**src/design/nci_pkg.sv**
```systemverilog
// Package for the neighbor cache insert block: transaction structs, scan token,
// write-back command and the link address byte mask. No dependencies.
`timescale 1ns / 1ps

package nci_pkg;

    localparam int ENTRIES = 8;
    localparam int SLOT_W  = 6;

    typedef struct packed {
        logic [63:0] ip_hi;
        logic [63:0] ip_lo;
        logic [7:0]  link_type;
        logic [3:0]  link_size;
        logic [63:0] link_addr;
        logic [3:0]  device_id;
        logic [31:0] now;
    } t_in;

    typedef struct packed {
        logic [SLOT_W-1:0] slot;
        logic              hit;
        logic              deleted_old;
        logic              announce_new;
        logic [63:0]       old_ip_hi;
        logic [63:0]       old_ip_lo;
        logic [7:0]        old_link_type;
        logic [63:0]       old_link_addr;
    } t_out;

    typedef struct packed {
        logic [63:0] ip_hi;
        logic [63:0] ip_lo;
        logic [7:0]  link_type;
        logic [3:0]  link_size;
        logic [63:0] link_addr;
        logic [3:0]  device;
        logic [31:0] etime;
    } t_entry;

    // scan token handed from cell to cell
    typedef struct packed {
        logic              valid;
        logic              have;
        logic              found;
        logic [SLOT_W-1:0] sel;
        t_entry            cand;
    } t_scan;

    typedef struct packed {
        logic              en;
        logic [SLOT_W-1:0] sel;
        t_in               req;
    } t_wr;

    function automatic logic [63:0] byte_mask(input logic [3:0] size);
        logic [63:0] m;
        m = '0;
        for (int b = 0; b < 8; b++) begin
            if ((size > 4'(b)) || (size >= 4'd8)) begin
                m[b*8 +: 8] = 8'hFF;
            end
        end
        return m;
    endfunction

endpackage

```
**src/design/nci_cell.sv**
```systemverilog
// One table cell of the neighbor cache: holds one entry, updates the scan
// token passing through it and takes the write-back. Depends on nci_pkg.
`timescale 1ns / 1ps

module nci_cell (
    input  logic                      i_clk,
    input  logic                      i_rst_n,
    input  logic [nci_pkg::SLOT_W-1:0] i_idx,
    input  nci_pkg::t_in              i_req,
    input  nci_pkg::t_scan            i_scan,
    input  logic                      i_hold,
    input  nci_pkg::t_wr              i_wr,
    output nci_pkg::t_scan            o_scan
);

    nci_pkg::t_entry r_e;
    nci_pkg::t_entry n_e;
    nci_pkg::t_scan  r_scan;
    nci_pkg::t_scan  n_scan;
    logic            match;
    logic [31:0]     tdiff;
    logic [63:0]     wmask;

    assign match = (r_e.link_type == i_req.link_type) && (r_e.ip_hi == i_req.ip_hi)
                   && (r_e.ip_lo == i_req.ip_lo);
    assign tdiff = r_e.etime - i_scan.cand.etime;

    always_comb begin
        n_scan = i_scan;
        if (i_scan.valid && !i_scan.found) begin
            if (!i_scan.have || match || tdiff[31]) begin
                n_scan.have  = 1'b1;
                n_scan.found = match;
                n_scan.sel   = i_idx;
                n_scan.cand  = r_e;
            end
        end
    end

    always_comb begin
        wmask       = nci_pkg::byte_mask(i_wr.req.link_size);
        n_e         = r_e;
        if (i_wr.en && (i_wr.sel == i_idx)) begin
            n_e.ip_hi     = i_wr.req.ip_hi;
            n_e.ip_lo     = i_wr.req.ip_lo;
            n_e.link_type = i_wr.req.link_type;
            n_e.link_size = i_wr.req.link_size;
            n_e.link_addr = (r_e.link_addr & ~wmask) | (i_wr.req.link_addr & wmask);
            n_e.device    = i_wr.req.device_id;
            n_e.etime     = i_wr.req.now;
        end
    end

    always_ff @(posedge i_clk) begin
        if (!i_rst_n) begin
            r_e    <= '0;
            r_scan <= '0;
        end else begin
            r_e <= n_e;
            if (!(i_hold && r_scan.valid)) begin
                r_scan <= n_scan;
            end
        end
    end

    assign o_scan = r_scan;

endmodule

```
**config.mk**
```make
export PLATFORM = sky130hd
export DESIGN_NAME = nci_cell
export DESIGN_NICKNAME = d
export VERILOG_FILES = /design/src/design/nci_pkg.sv /design/src/design/nci_cell.sv
export SDC_FILE = /design/constraint.sdc
export NUM_CORES = 1
export LEC_CHECK = 0
export BUFFER_PORTS_ARGS = -buffer_cell sky130_fd_sc_hd__buf_2
export CELL_PAD_IN_SITES_DETAIL_PLACEMENT = 2
export CELL_PAD_IN_SITES_GLOBAL_PLACEMENT = 2
export CORE_AREA = 2 2 383 385
export CTS_CLUSTER_DIAMETER = 150
export DETAILED_ROUTE_END_ITERATION = 7
export DIE_AREA = 0 0 385 387
export HOLD_SLACK_MARGIN = 0.1
export PLACE_DENSITY = 0.55
export SLEW_MARGIN = 40
export SYNTH_ARGS = -nofsm -noshare
export SYNTH_HDL_FRONTEND = slang
export SYNTH_SLANG_ARGS = --single-unit
```
**constraint.sdc**
```tcl
create_clock -name i_clk -period 5.41 [get_ports i_clk]
set_input_delay 0.8115 -clock i_clk [delete_from_list [all_inputs] [get_ports i_clk]]
set_output_delay 0.8115 -clock i_clk [all_outputs]
set_load 0.005 [all_outputs]
```
==> flow_results.xml, run 1 <==
<?xml version="1.0" encoding="UTF-8"?>
<metrics>
  <group name="route">
    <metric name="ant_nets" unit="">0</metric>
    <metric name="avgViaCountPerCell" unit="">4.64</metric>
    <metric name="detailroute.via_count" unit="">26956</metric>
    <metric name="dr.pass1.iters" unit="">5</metric>
    <metric name="totalWireLength" unit="mm">163</metric>
    <metric name="detail_route.wl_per_cell" unit="µm">28.0</metric>
    <metric name="drt-initial-drc-count" unit="">1193</metric>
    <metric name="detail_route.drc_violations" unit="">0</metric>
  </group>
  <group name="setup_path">
    <metric name="max_fanout_on_critical_path" unit="">46</metric>
    <metric name="worst-endpoint-arrival" unit="ps">4420</metric>
    <metric name="worst_setup_path_start_kind" unit="">register</metric>
    <metric name="crit_path_cell_trace" unit="">xnor2_1 &gt; nand4_1 &gt; nor4_1 &gt; nand3_1 &gt; o31ai_4 &gt; buf_12 &gt; buf_12 &gt; a311oi_1 &gt; a211oi_2</metric>
    <metric name="critical_path.endpoint" unit="">o_scan[160]</metric>
    <metric name="timing.critical_path.from" unit="">r_e[141]</metric>
    <metric name="top_cell_by_count_worst_path" unit="">buf_12</metric>
    <metric name="criticalPathCategory" unit="">register to register</metric>
    <metric name="critical_path.endpoint_type" unit="">register</metric>
    <metric name="worst_r2r_path_depth" unit="">9</metric>
    <metric name="worst_path_required_time" unit="ps">5980</metric>
    <metric name="critPathMaxStageDelay" unit="ps">590</metric>
    <metric name="critical_path.reg2reg.startpoint" unit="">r_e[141]</metric>
    <metric name="critical-path-slowest-cell" unit="">nand4_1</metric>
    <metric name="crit-reg2reg-capture" unit="">o_scan[160]</metric>
    <metric name="worst_reg_to_reg_setup_slack" unit="ps">1570</metric>
  </group>
  <group name="place">
    <metric name="buffer_ports.inserted" unit="">889</metric>
    <metric name="numPlacedInstances" unit="">5646</metric>
    <metric name="gp_congestion" unit="">0.808</metric>
    <metric name="dp.final_hpwl" unit="mm">121</metric>
    <metric name="post_place_setup_slack" unit="ps">862</metric>
  </group>
  <group name="timing">
    <metric name="timing.final.setup_violations" unit="">0</metric>
    <metric name="report.final.hold_viol_count" unit="">0</metric>
    <metric name="tightest_slew" unit="ps">893</metric>
    <metric name="post-route-min-period" unit="ps">3840</metric>
    <metric name="setup_ws" unit="ps">1570</metric>
    <metric name="maxClockFrequency" unit="GHz">0.260</metric>
    <metric name="slew-limit-headroom" unit="">0.404</metric>
    <metric name="drv_slew" unit="">0</metric>
    <metric name="rsz0062_at_grt" unit="">no</metric>
    <metric name="final.period_utilization" unit="">0.710</metric>
    <metric name="tns" unit="ps">0</metric>
    <metric name="timing.clock.skew" unit="ps">33.9</metric>
  </group>
  <group name="synthesis">
    <metric name="syn-cell-area" unit="µm²">25400</metric>
    <metric name="ys_async_sr_fraction" unit="">0</metric>
    <metric name="post_synth_top_flop" unit="">dfxtp_1</metric>
    <metric name="synth.lib_cells_used.distinct" unit="">46</metric>
    <metric name="netlist.area_leader.share" unit="">0.385</metric>
    <metric name="post_synth.cell_area_avg" unit="µm²">8.29</metric>
    <metric name="synth_enable_flop_cells" unit="">0</metric>
    <metric name="synth_top_cells_by_area" unit="">dfxtp_1 (39%), a311oi_1 (8.4%), nand2_1 (6.9%), a21boi_0 (6.4%), nand2b_1 (5.4%)</metric>
    <metric name="synth_seq_cells" unit="">489</metric>
    <metric name="ys.warnings.count" unit="">0</metric>
    <metric name="synth-seq-area-share" unit="">0.385</metric>
    <metric name="synth_cells" unit="">3067</metric>
    <metric name="post-synth-top-area-cell" unit="">dfxtp_1</metric>
    <metric name="synthesis.nets" unit="">3842</metric>
  </group>
  <group name="worst_hold_path">
    <metric name="hold-path-cell-count" unit="">3</metric>
    <metric name="holdCritPathClass" unit="">input pin to register</metric>
  </group>
  <group name="global_routing">
    <metric name="global_route_wire_length_before_repair" unit="mm">224</metric>
    <metric name="first_global_vias" unit="">28684</metric>
    <metric name="global_route.usage.total" unit="">0.210</metric>
    <metric name="antenna_found_initial" unit="">103</metric>
    <metric name="grt-ovfl-total" unit="">0</metric>
    <metric name="grt_max_degree" unit="">143</metric>
  </group>
  <group name="floorplanning">
    <metric name="i_o_pin_count" unit="">994</metric>
    <metric name="fp-row-count" unit="">140</metric>
    <metric name="floorplan.initialDensity" unit="">0.175</metric>
    <metric name="dieArea" unit="µm²">149000</metric>
    <metric name="core-area" unit="µm²">145000</metric>
    <metric name="floorplan.die.height" unit="µm">387</metric>
    <metric name="die_width" unit="µm">385</metric>
  </group>
  <group name="flow_run">
    <metric name="drv.max_cap_violation_count" unit="">0</metric>
  </group>
  <group name="run_status">
    <metric name="status" unit="">complete, no violations</metric>
  </group>
  <group name="cts">
    <metric name="post_cts_repair_timing_setup_buffer_count" unit="">0</metric>
    <metric name="h_tree_levels" unit="">3</metric>
    <metric name="clkLatencyLatePin" unit="ps">660</metric>
    <metric name="clock_tree.root_cell" unit="">clkbuf_16</metric>
    <metric name="worst_setup_hold_path_clk_slew" unit="ps">60</metric>
    <metric name="post_cts_resize_count" unit="">0</metric>
    <metric name="clkSinkCount" unit="">489</metric>
    <metric name="tritoncts" unit="">yes</metric>
    <metric name="cts.path.max_buffers" unit="">3</metric>
    <metric name="tritoncts.num_buffers" unit="">72</metric>
    <metric name="post_cts_hold_buffer_count" unit="">0</metric>
  </group>
  <group name="power">
    <metric name="vdd_ir_drop_max" unit="V">0.000181</metric>
    <metric name="power.leakage" unit="µW">0.0132</metric>
    <metric name="power_per_cell_area" unit="nW/µm²">300</metric>
  </group>
  <group name="cells_and_area">
    <metric name="design.final.nets" unit="">4579</metric>
    <metric name="layout_commonest_cell" unit="">buf_2</metric>
    <metric name="drive_gt1_frac" unit="">0.314</metric>
    <metric name="fin_cells" unit="">5806</metric>
    <metric name="layout.cells.most_common_list" unit="">buf_2 (888), dfxtp_1 (489), nand2_1 (463)</metric>
    <metric name="finish.utilization" unit="">0.239</metric>
    <metric name="n_fill_cell" unit="">16941</metric>
    <metric name="layout-area-overhead-vs-synth" unit="%">36.0</metric>
  </group>
</metrics>
-- layout make-up --
class                           instances  area [µm²]  area share
Antenna cell                           34        85.1     0.00246
Clock buffer                          107        2150      0.0624
Clock inverter                         18         213     0.00616
Inverter                               32         120     0.00348
Multi-Input combinational cell       2231       14300       0.414
Sequential cell                       489        9790       0.283
Tap cell                             1917        2400      0.0694
Timing Repair Buffer                  978        5470       0.158
-- metal layers --
metal	vias up	share of wire	GRT usage	routed length, µm
li1	12429	-	-	-
met4	122	0.038	0.0736	6210
met3	312	0.093	0.0881	15100
met1	13268	0.41	0.246	66000
met2	825	0.46	0.342	74600
met5	-	0.0048	0	787
-- cell families after synthesis --
| logic type | after synthesis | share of synthesized area |
|---|---|---|
| adders and majority gates | 30 | 0.0148 |
| and+or+nand+nor | 1037 | 0.184 |
| AOI/OAI and AO/OA | 997 | 0.300 |
| DFF | 489 | 0.385 |
| xor gates and xnor gates | 143 | 0.0493 |
| buffers and inverters | 347 | 0.0567 |
| muxes | 24 | 0.00945 |
-- cell usage after synthesis (21+ instances only) --
master    instances
a211oi_1        147
a211oi_2        100
a21boi_0        217
a311oi_1        245
buf_2            21
clkbuf_1        272
dfxtp_1         489
ha_1             30
inv_1            32
mux2i_1          24
nand2_1         464
nand2b_1        218
nand4_1          43
nor2_1          254
nor2b_1          25
o21ai_0         253
xnor2_1         141
-- worst max-delay path, delay by kind of cell, from the launching register on --
family	cells	cell delay, ps
xor gates and xnor gates	1	410
AOI/OAI and AO/OA	3	780
buffers and inverters	2	550
and+or+nand+nor	3	1470
DFF	1	390
-- worst min-delay path by stage --
stage                    from       end  slack (ps)
CTS                 i_wr[182]  r_e[182]         320
floorplan            register  register         440
detailed placement   register  register         460
finish               i_wr[12]   r_e[12]         400
global route        i_wr[159]  r_e[159]         360
global placement     register  register         450
-- report_power, final --
| part | internal, µW | total, µW | leakage (µW) | switching [µW] |
|---|---|---|---|---|
| Clock | 2850 | 4830 | 0.00117 | 1970 |
| Sequential | 3780 | 3890 | 0.00401 | 103 |
| Combinational | 653 | 1650 | 0.00798 | 994 |
-- metrics by stage --
step	hold WS, ps	power, µW	area (µm²)
2_1_floorplan	441	4680	25400
3_3_place_gp	452	5620	32000
3_5_place_dp	460	5640	32100
4_1_cts	321	10600	34400
5_1_grt	355	10800	34500
6_report	398	10400	34600
Power figures use the tool's default switching activity.
==> run 2: changes to the inputs <==
Settings changed: CORE_AREA 2 2 383 385 to 2 2 384 386, DIE_AREA 0 0 385 387 to 0 0 386 388, PLACE_DENSITY 0.55 to 0.57.
Clock period 5.41 ns to 3.3 ns, I/O delays scaled along.
==> run 2 against run 1 <==
Effect of this change:
- worst hold slack worse by 240 ps
- register-to-register slack worse by 1400 ps
- largest cell class unchanged
- first-iteration DRC count is 5.5% higher
- final area is 11% higher
- combinational power is 91% higher
==> flow_results.xml, run 2 (synthesis results as in run 1) <==
<?xml version="1.0" encoding="UTF-8"?>
<metrics>
  <group name="timing">
    <metric name="setup_ws" unit="ps">122</metric>
    <metric name="timing.final.setup_violations" unit="">0</metric>
    <metric name="report.final.hold_viol_count" unit="">0</metric>
    <metric name="final.period_utilization" unit="">0.963</metric>
    <metric name="hold_ws" unit="ps">157</metric>
    <metric name="slew-limit-headroom" unit="">0.493</metric>
    <metric name="drv_slew" unit="">0</metric>
    <metric name="rsz0062_at_grt" unit="">no</metric>
    <metric name="timing.clock.skew" unit="ps">30.8</metric>
    <metric name="tightest_slew" unit="ps">760</metric>
    <metric name="post-route-min-period" unit="ps">3180</metric>
    <metric name="tns" unit="ps">0</metric>
    <metric name="maxClockFrequency" unit="GHz">0.315</metric>
  </group>
  <group name="cts">
    <metric name="cts.path.max_buffers" unit="">3</metric>
    <metric name="clkLatencyLatePin" unit="ps">670</metric>
    <metric name="clkSinkCount" unit="">489</metric>
    <metric name="clock_tree.root_cell" unit="">clkbuf_16</metric>
    <metric name="tritoncts" unit="">yes</metric>
    <metric name="h_tree_levels" unit="">3</metric>
    <metric name="tritoncts.num_buffers" unit="">71</metric>
    <metric name="worst_setup_hold_path_clk_slew" unit="ps">60</metric>
  </group>
  <group name="global_routing">
    <metric name="grt-ovfl-total" unit="">0</metric>
    <metric name="antenna_found_initial" unit="">80</metric>
    <metric name="grt_max_degree" unit="">98</metric>
    <metric name="global_route_wire_length_before_repair" unit="mm">236</metric>
    <metric name="first_global_vias" unit="">30950</metric>
    <metric name="global_route.usage.total" unit="">0.219</metric>
  </group>
  <group name="route">
    <metric name="detail_route.wl_per_cell" unit="µm">27.4</metric>
    <metric name="dr.pass1.iters" unit="">5</metric>
    <metric name="drt-initial-drc-count" unit="">1259</metric>
    <metric name="avgViaCountPerCell" unit="">4.63</metric>
    <metric name="ant_nets" unit="">0</metric>
    <metric name="detail_route.drc_violations" unit="">0</metric>
    <metric name="detailroute.via_count" unit="">28694</metric>
    <metric name="totalWireLength" unit="mm">170</metric>
  </group>
  <group name="run_status">
    <metric name="status" unit="">complete, no violations</metric>
  </group>
  <group name="flow_run">
    <metric name="drv.max_cap_violation_count" unit="">0</metric>
  </group>
  <group name="setup_path">
    <metric name="critical-path-slowest-cell" unit="">dfxtp_1</metric>
    <metric name="crit-reg2reg-capture" unit="">o_scan[63]</metric>
    <metric name="critical_path.n_buffers_inverters" unit="">4</metric>
    <metric name="worst_setup_path_start_kind" unit="">register</metric>
    <metric name="criticalPathCategory" unit="">register to register</metric>
    <metric name="critical_path.endpoint" unit="">o_scan[63]</metric>
    <metric name="worst_reg_to_reg_setup_slack" unit="ps">120</metric>
    <metric name="critPathMaxStageDelay" unit="ps">520</metric>
    <metric name="worst-endpoint-arrival" unit="ps">3740</metric>
    <metric name="top_cell_by_count_worst_path" unit="">buf_16</metric>
    <metric name="worst_r2r_path_depth" unit="">11</metric>
    <metric name="cp_top_family" unit="">simple AND/OR/NAND/NOR gates</metric>
    <metric name="critical_path.reg2reg.startpoint" unit="">r_e[164]</metric>
    <metric name="max_fanout_on_critical_path" unit="">27</metric>
    <metric name="worst_path_required_time" unit="ps">3870</metric>
    <metric name="crit_path_cell_trace" unit="">xnor2_1 &gt; buf_4 &gt; nand4_1 &gt; nor4_1 &gt; nand3_1 &gt; o31ai_4 &gt; buf_12 &gt; buf_16 &gt; buf_16 &gt; a311oi_1 &gt; a211oi_1</metric>
    <metric name="worst-path-stages" unit="">11</metric>
    <metric name="timing.critical_path.from" unit="">r_e[164]</metric>
    <metric name="critical_path.endpoint_type" unit="">register</metric>
  </group>
  <group name="cells_and_area">
    <metric name="drive_gt1_frac" unit="">0.324</metric>
    <metric name="layout-area-overhead-vs-synth" unit="%">51.4</metric>
    <metric name="n_fill_cell" unit="">16859</metric>
    <metric name="regArea" unit="µm²">9790</metric>
    <metric name="design.final.nets" unit="">4970</metric>
    <metric name="layout_commonest_cell" unit="">buf_2</metric>
    <metric name="multi_input_gate_area_in_the_final_layout" unit="µm²">14400</metric>
    <metric name="layout.cells.most_common_list" unit="">buf_2 (888), dfxtp_1 (486), nand2_1 (463)</metric>
    <metric name="finish.utilization" unit="">0.265</metric>
  </group>
  <group name="worst_hold_path">
    <metric name="holdCritPathClass" unit="">input pin to register</metric>
  </group>
  <group name="floorplanning">
    <metric name="die_width" unit="µm">386</metric>
    <metric name="core-area" unit="µm²">145000</metric>
    <metric name="dieArea" unit="µm²">150000</metric>
    <metric name="i_o_pin_count" unit="">994</metric>
    <metric name="floorplan.die.height" unit="µm">388</metric>
    <metric name="fp-row-count" unit="">140</metric>
    <metric name="floorplan.initialDensity" unit="">0.175</metric>
  </group>
  <group name="place">
    <metric name="gp_congestion" unit="">0.833</metric>
    <metric name="buffer_ports.inserted" unit="">889</metric>
    <metric name="dp.final_hpwl" unit="mm">129</metric>
    <metric name="post_place_setup_slack" unit="ps">-404</metric>
  </group>
  <group name="power">
    <metric name="power_per_cell_area" unit="nW/µm²">453</metric>
    <metric name="vdd_ir_drop_max" unit="V">0.000271</metric>
    <metric name="power.leakage" unit="µW">0.0150</metric>
  </group>
</metrics>
run 2: changes by cell type in the layout (fill, tap and decap cells not counted), moves of 3 or more:
cell           delta
a311oi_1          -5
a311oi_2          +5
buf_12           +27
buf_4           +129
clkbuf_1          +7
clkbuf_8          -3
dfxtp_1           -3
dfxtp_2           +3
dlygate4sd3_1   +232
nor2_1            +3
nor2_2            -3
xnor2_4           +3
run 2: metal layers:
layer	up-vias	track usage	wire length (µm)
met5	-	0	428
met4	66	0.0538	4430
met3	234	0.0626	11200
met2	824	0.373	81200
met1	14334	0.269	72700
li1	13236	-	-
run 2: how the worst min path moves through the flow:
stage	from	depth (start not counted)	to	slack [ps]
3_3_place_gp	register	2	register	450
3_5_place_dp	register	2	register	460
5_1_grt	i_wr[56]	3	register	110
6_report	i_wr[56]	3	register	160
4_1_cts	i_wr[56]	3	register	100
2_1_floorplan	register	2	register	440
run 2: what timing repair did:
action / CTS / global route
cloned: 0 / 1
endpoints found under the setup margin: 230 / 148
hold buffers: 232 / 0
gates resized for setup: 5 / 17
pin swaps: 1 / 0
buffers inserted: 0 / 0
endpoints found under the hold margin: 232 / 0
run 2: worst min-delay path: cells and delay by family:
family                 cells  cell delay, ps
buffers and inverters      1             110
AO/OA/AOI/OAI              1              80
AND/OR/NAND/NOR            1              70
run 2: area by class of cell:
type                       instances  area share
timing repair buffer            1370       0.244
sequential                       489       0.255
clock buffer                     111      0.0556
tap                             1917      0.0623
antenna                           32     0.00208
inverter                          32     0.00312
multi-input combinational       2231       0.373
clock inverter                    17     0.00533
run 2: metrics by stage:
step | area (µm²) | power [µW] | instances
after detailed placement | 33600 | 9450 | 5806
after CTS | 38300 | 17700 | 6166
after global placement | 33500 | 9410 | 5805
after floorplan | 25400 | 7680 | 3067
after global routing | 38400 | 18200 | 6188
final | 38500 | 17400 | 6199
run 2: power by group:
part           leakage [µW]  switching (µW)  internal, µW
clock               0.00115            3260          4630
combinational       0.00986            1770          1390
sequential          0.00401             188          6200
total                0.0150            5210         12200
==> run 3: changes to the inputs <==
Settings changed: CORE_AREA 2 2 384 386 to 5 5 387 389, DIE_AREA 0 0 386 388 to 0 0 392 394.
==> run 3 against run 2 <==
Effect of this change:
- maximum frequency shrank 1.3%
- combinational power fell by 2%
- critical path type unchanged
- critical path depth unchanged
- largest cell class unchanged
==> flow_results.xml, run 3 (synthesis results as in run 1) <==
<?xml version="1.0" encoding="UTF-8"?>
<metrics>
  <group name="timing">
    <metric name="maxClockFrequency" unit="GHz">0.311</metric>
    <metric name="final.period_utilization" unit="">0.976</metric>
    <metric name="slew-limit-headroom" unit="">0.393</metric>
    <metric name="drv_slew" unit="">0</metric>
    <metric name="timing.clock.skew" unit="ps">40.9</metric>
    <metric name="report.final.hold_viol_count" unit="">0</metric>
    <metric name="tns" unit="ps">0</metric>
    <metric name="timing.final.setup_violations" unit="">0</metric>
    <metric name="tightest_slew" unit="ps">908</metric>
    <metric name="setup_ws" unit="ps">79.6</metric>
    <metric name="post-route-min-period" unit="ps">3220</metric>
    <metric name="rsz0062_at_grt" unit="">no</metric>
  </group>
  <group name="flow_run">
    <metric name="drv.max_cap_violation_count" unit="">0</metric>
  </group>
  <group name="route">
    <metric name="totalWireLength" unit="mm">166</metric>
    <metric name="detailroute.via_count" unit="">28274</metric>
    <metric name="ant_nets" unit="">0</metric>
    <metric name="drt-initial-drc-count" unit="">1101</metric>
    <metric name="avgViaCountPerCell" unit="">4.56</metric>
    <metric name="detail_route.wl_per_cell" unit="µm">26.8</metric>
    <metric name="detail_route.drc_violations" unit="">0</metric>
    <metric name="dr.pass1.iters" unit="">4</metric>
  </group>
  <group name="power">
    <metric name="power" unit="µW">17100</metric>
    <metric name="power.leakage" unit="µW">0.0149</metric>
    <metric name="vdd_ir_drop_max" unit="V">0.000281</metric>
    <metric name="power_per_cell_area" unit="nW/µm²">448</metric>
  </group>
  <group name="cells_and_area">
    <metric name="layout-area-overhead-vs-synth" unit="%">50.3</metric>
    <metric name="layout_commonest_cell" unit="">buf_2</metric>
    <metric name="drive_gt1_frac" unit="">0.319</metric>
    <metric name="n_fill_cell" unit="">17029</metric>
    <metric name="finish.utilization" unit="">0.261</metric>
    <metric name="summed_area_of_non_filler_cells_in_the_final_layout" unit="µm²">38200</metric>
    <metric name="design.final.nets" unit="">4945</metric>
    <metric name="layout.cells.most_common_list" unit="">buf_2 (888), dfxtp_1 (487), nand2_1 (463)</metric>
  </group>
  <group name="cts">
    <metric name="clkSinkCount" unit="">489</metric>
    <metric name="clkLatencyLatePin" unit="ps">660</metric>
    <metric name="worst_setup_hold_path_clk_slew" unit="ps">50</metric>
    <metric name="tritoncts" unit="">yes</metric>
    <metric name="cts.path.max_buffers" unit="">3</metric>
    <metric name="clock_tree.root_cell" unit="">clkbuf_16</metric>
    <metric name="h_tree_levels" unit="">3</metric>
    <metric name="tritoncts.num_buffers" unit="">69</metric>
    <metric name="post_cts_repair_timing_setup_buffer_count" unit="">0</metric>
  </group>
  <group name="global_routing">
    <metric name="first_global_vias" unit="">30569</metric>
    <metric name="grt-ovfl-total" unit="">0</metric>
    <metric name="global_route.usage.total" unit="">0.206</metric>
    <metric name="grt_max_degree" unit="">115</metric>
    <metric name="antenna_found_initial" unit="">79</metric>
    <metric name="global_route_wire_length_before_repair" unit="mm">231</metric>
  </group>
  <group name="setup_path">
    <metric name="worst_setup_path_start_kind" unit="">register</metric>
    <metric name="critical_path.endpoint_type" unit="">register</metric>
    <metric name="max_fanout_on_critical_path" unit="">35</metric>
    <metric name="worst-endpoint-arrival" unit="ps">3770</metric>
    <metric name="top_cell_by_count_worst_path" unit="">buf_4</metric>
    <metric name="critPathMaxStageDelay" unit="ps">520</metric>
    <metric name="worst_reg_to_reg_setup_slack" unit="ps">80</metric>
    <metric name="criticalPathCategory" unit="">register to register</metric>
    <metric name="crit_path_cell_trace" unit="">xnor2_1 &gt; nand4_1 &gt; nor4_1 &gt; buf_4 &gt; nand3_1 &gt; o31ai_4 &gt; buf_4 &gt; buf_12 &gt; buf_16 &gt; a311oi_1 &gt; a211oi_2</metric>
    <metric name="cp_top_family" unit="">buffers and inverters</metric>
    <metric name="critical-path-slowest-cell" unit="">xnor2_1</metric>
    <metric name="worst_path_required_time" unit="ps">3850</metric>
    <metric name="critical_path.n_buffers_inverters" unit="">4</metric>
  </group>
  <group name="floorplanning">
    <metric name="core-area" unit="µm²">146000</metric>
    <metric name="i_o_pin_count" unit="">994</metric>
    <metric name="floorplan.initialDensity" unit="">0.174</metric>
    <metric name="fp-row-count" unit="">141</metric>
    <metric name="floorplan.die.height" unit="µm">394</metric>
    <metric name="dieArea" unit="µm²">154000</metric>
    <metric name="die_width" unit="µm">392</metric>
  </group>
  <group name="place">
    <metric name="gp_congestion" unit="">0.831</metric>
    <metric name="detailed_place.area" unit="µm²">33400</metric>
    <metric name="dp.final_hpwl" unit="mm">127</metric>
    <metric name="post_place_setup_slack" unit="ps">-574</metric>
    <metric name="buffer_ports.inserted" unit="">889</metric>
  </group>
  <group name="worst_hold_path">
    <metric name="holdCritPathClass" unit="">input pin to register</metric>
  </group>
  <group name="run_status">
    <metric name="status" unit="">complete, no violations</metric>
  </group>
</metrics>
run 3: changes by cell type in the layout (fill, tap and decap cells not counted), moves of 2 or more:
cell	change
a311oi_1	+5
a311oi_2	-5
buf_4	-20
clkbuf_1	-5
clkbuf_16	-4
clkbuf_8	-3
clkinv_2	+5
diode_2	+15
inv_6	+2
run 3: final cells by class:
cell class / count / area, µm² / share of cell area
antenna: 47 / 118 / 0.00308
clock buffer: 100 / 2000 / 0.0525
clock inverter: 21 / 225 / 0.00590
inverter: 32 / 120 / 0.00314
multi-input combinational: 2231 / 14300 / 0.376
sequential: 489 / 9790 / 0.256
tap: 1930 / 2410 / 0.0632
timing repair buffer: 1347 / 9180 / 0.240
run 3: tightest hold or removal path, cell delays in order:
cell,delay [ps]
buf_2,100
nand2_1,80
a21boi_0,80
run 3: per-layer routing:
metal / global-route usage / part of all wire / vias to the layer above
met5: 0 / 0.0021 / -
met4: 0.0771 / 0.037 / 54
met3: 0.0615 / 0.075 / 242
met2: 0.342 / 0.46 / 858
met1: 0.251 / 0.42 / 13917
li1: - / - / 13203
run 3: what timing repair did:
action	4_1_cts	5_1_grt
endpoints found under the setup margin	244	55
hold endpoints to repair	231	0
hold buffers	231	0
gates resized for setup	9	7
run 3: path summary, 6_finish.rpt:
kind / to / from / cells past startpoint
worst min-delay path: r_e[128] / i_wr[128] / 3
worst min register to register: r_e[103] / r_e[103] / 2
worst max register to register: o_scan[130] / r_e[106] / 11
worst max-delay path: o_scan[130] / r_e[106] / 11
run 3: where the power goes:
part	internal [µW]	switching, µW	leakage, µW
combinational	1370	1740	0.00975
sequential	6200	177	0.00401
clock	4460	3170	0.00111
total	12000	5090	0.0149
run 3: through the flow:
| step | hold slack (ps) | instances |
|---|---|---|
| after detailed placement | 463 | 5798 |
| after floorplan | 441 | 3067 |
| final | 172 | 6197 |
| after CTS | 105 | 6150 |
| after global routing | 145 | 6167 |
| after global placement | 450 | 5798 |
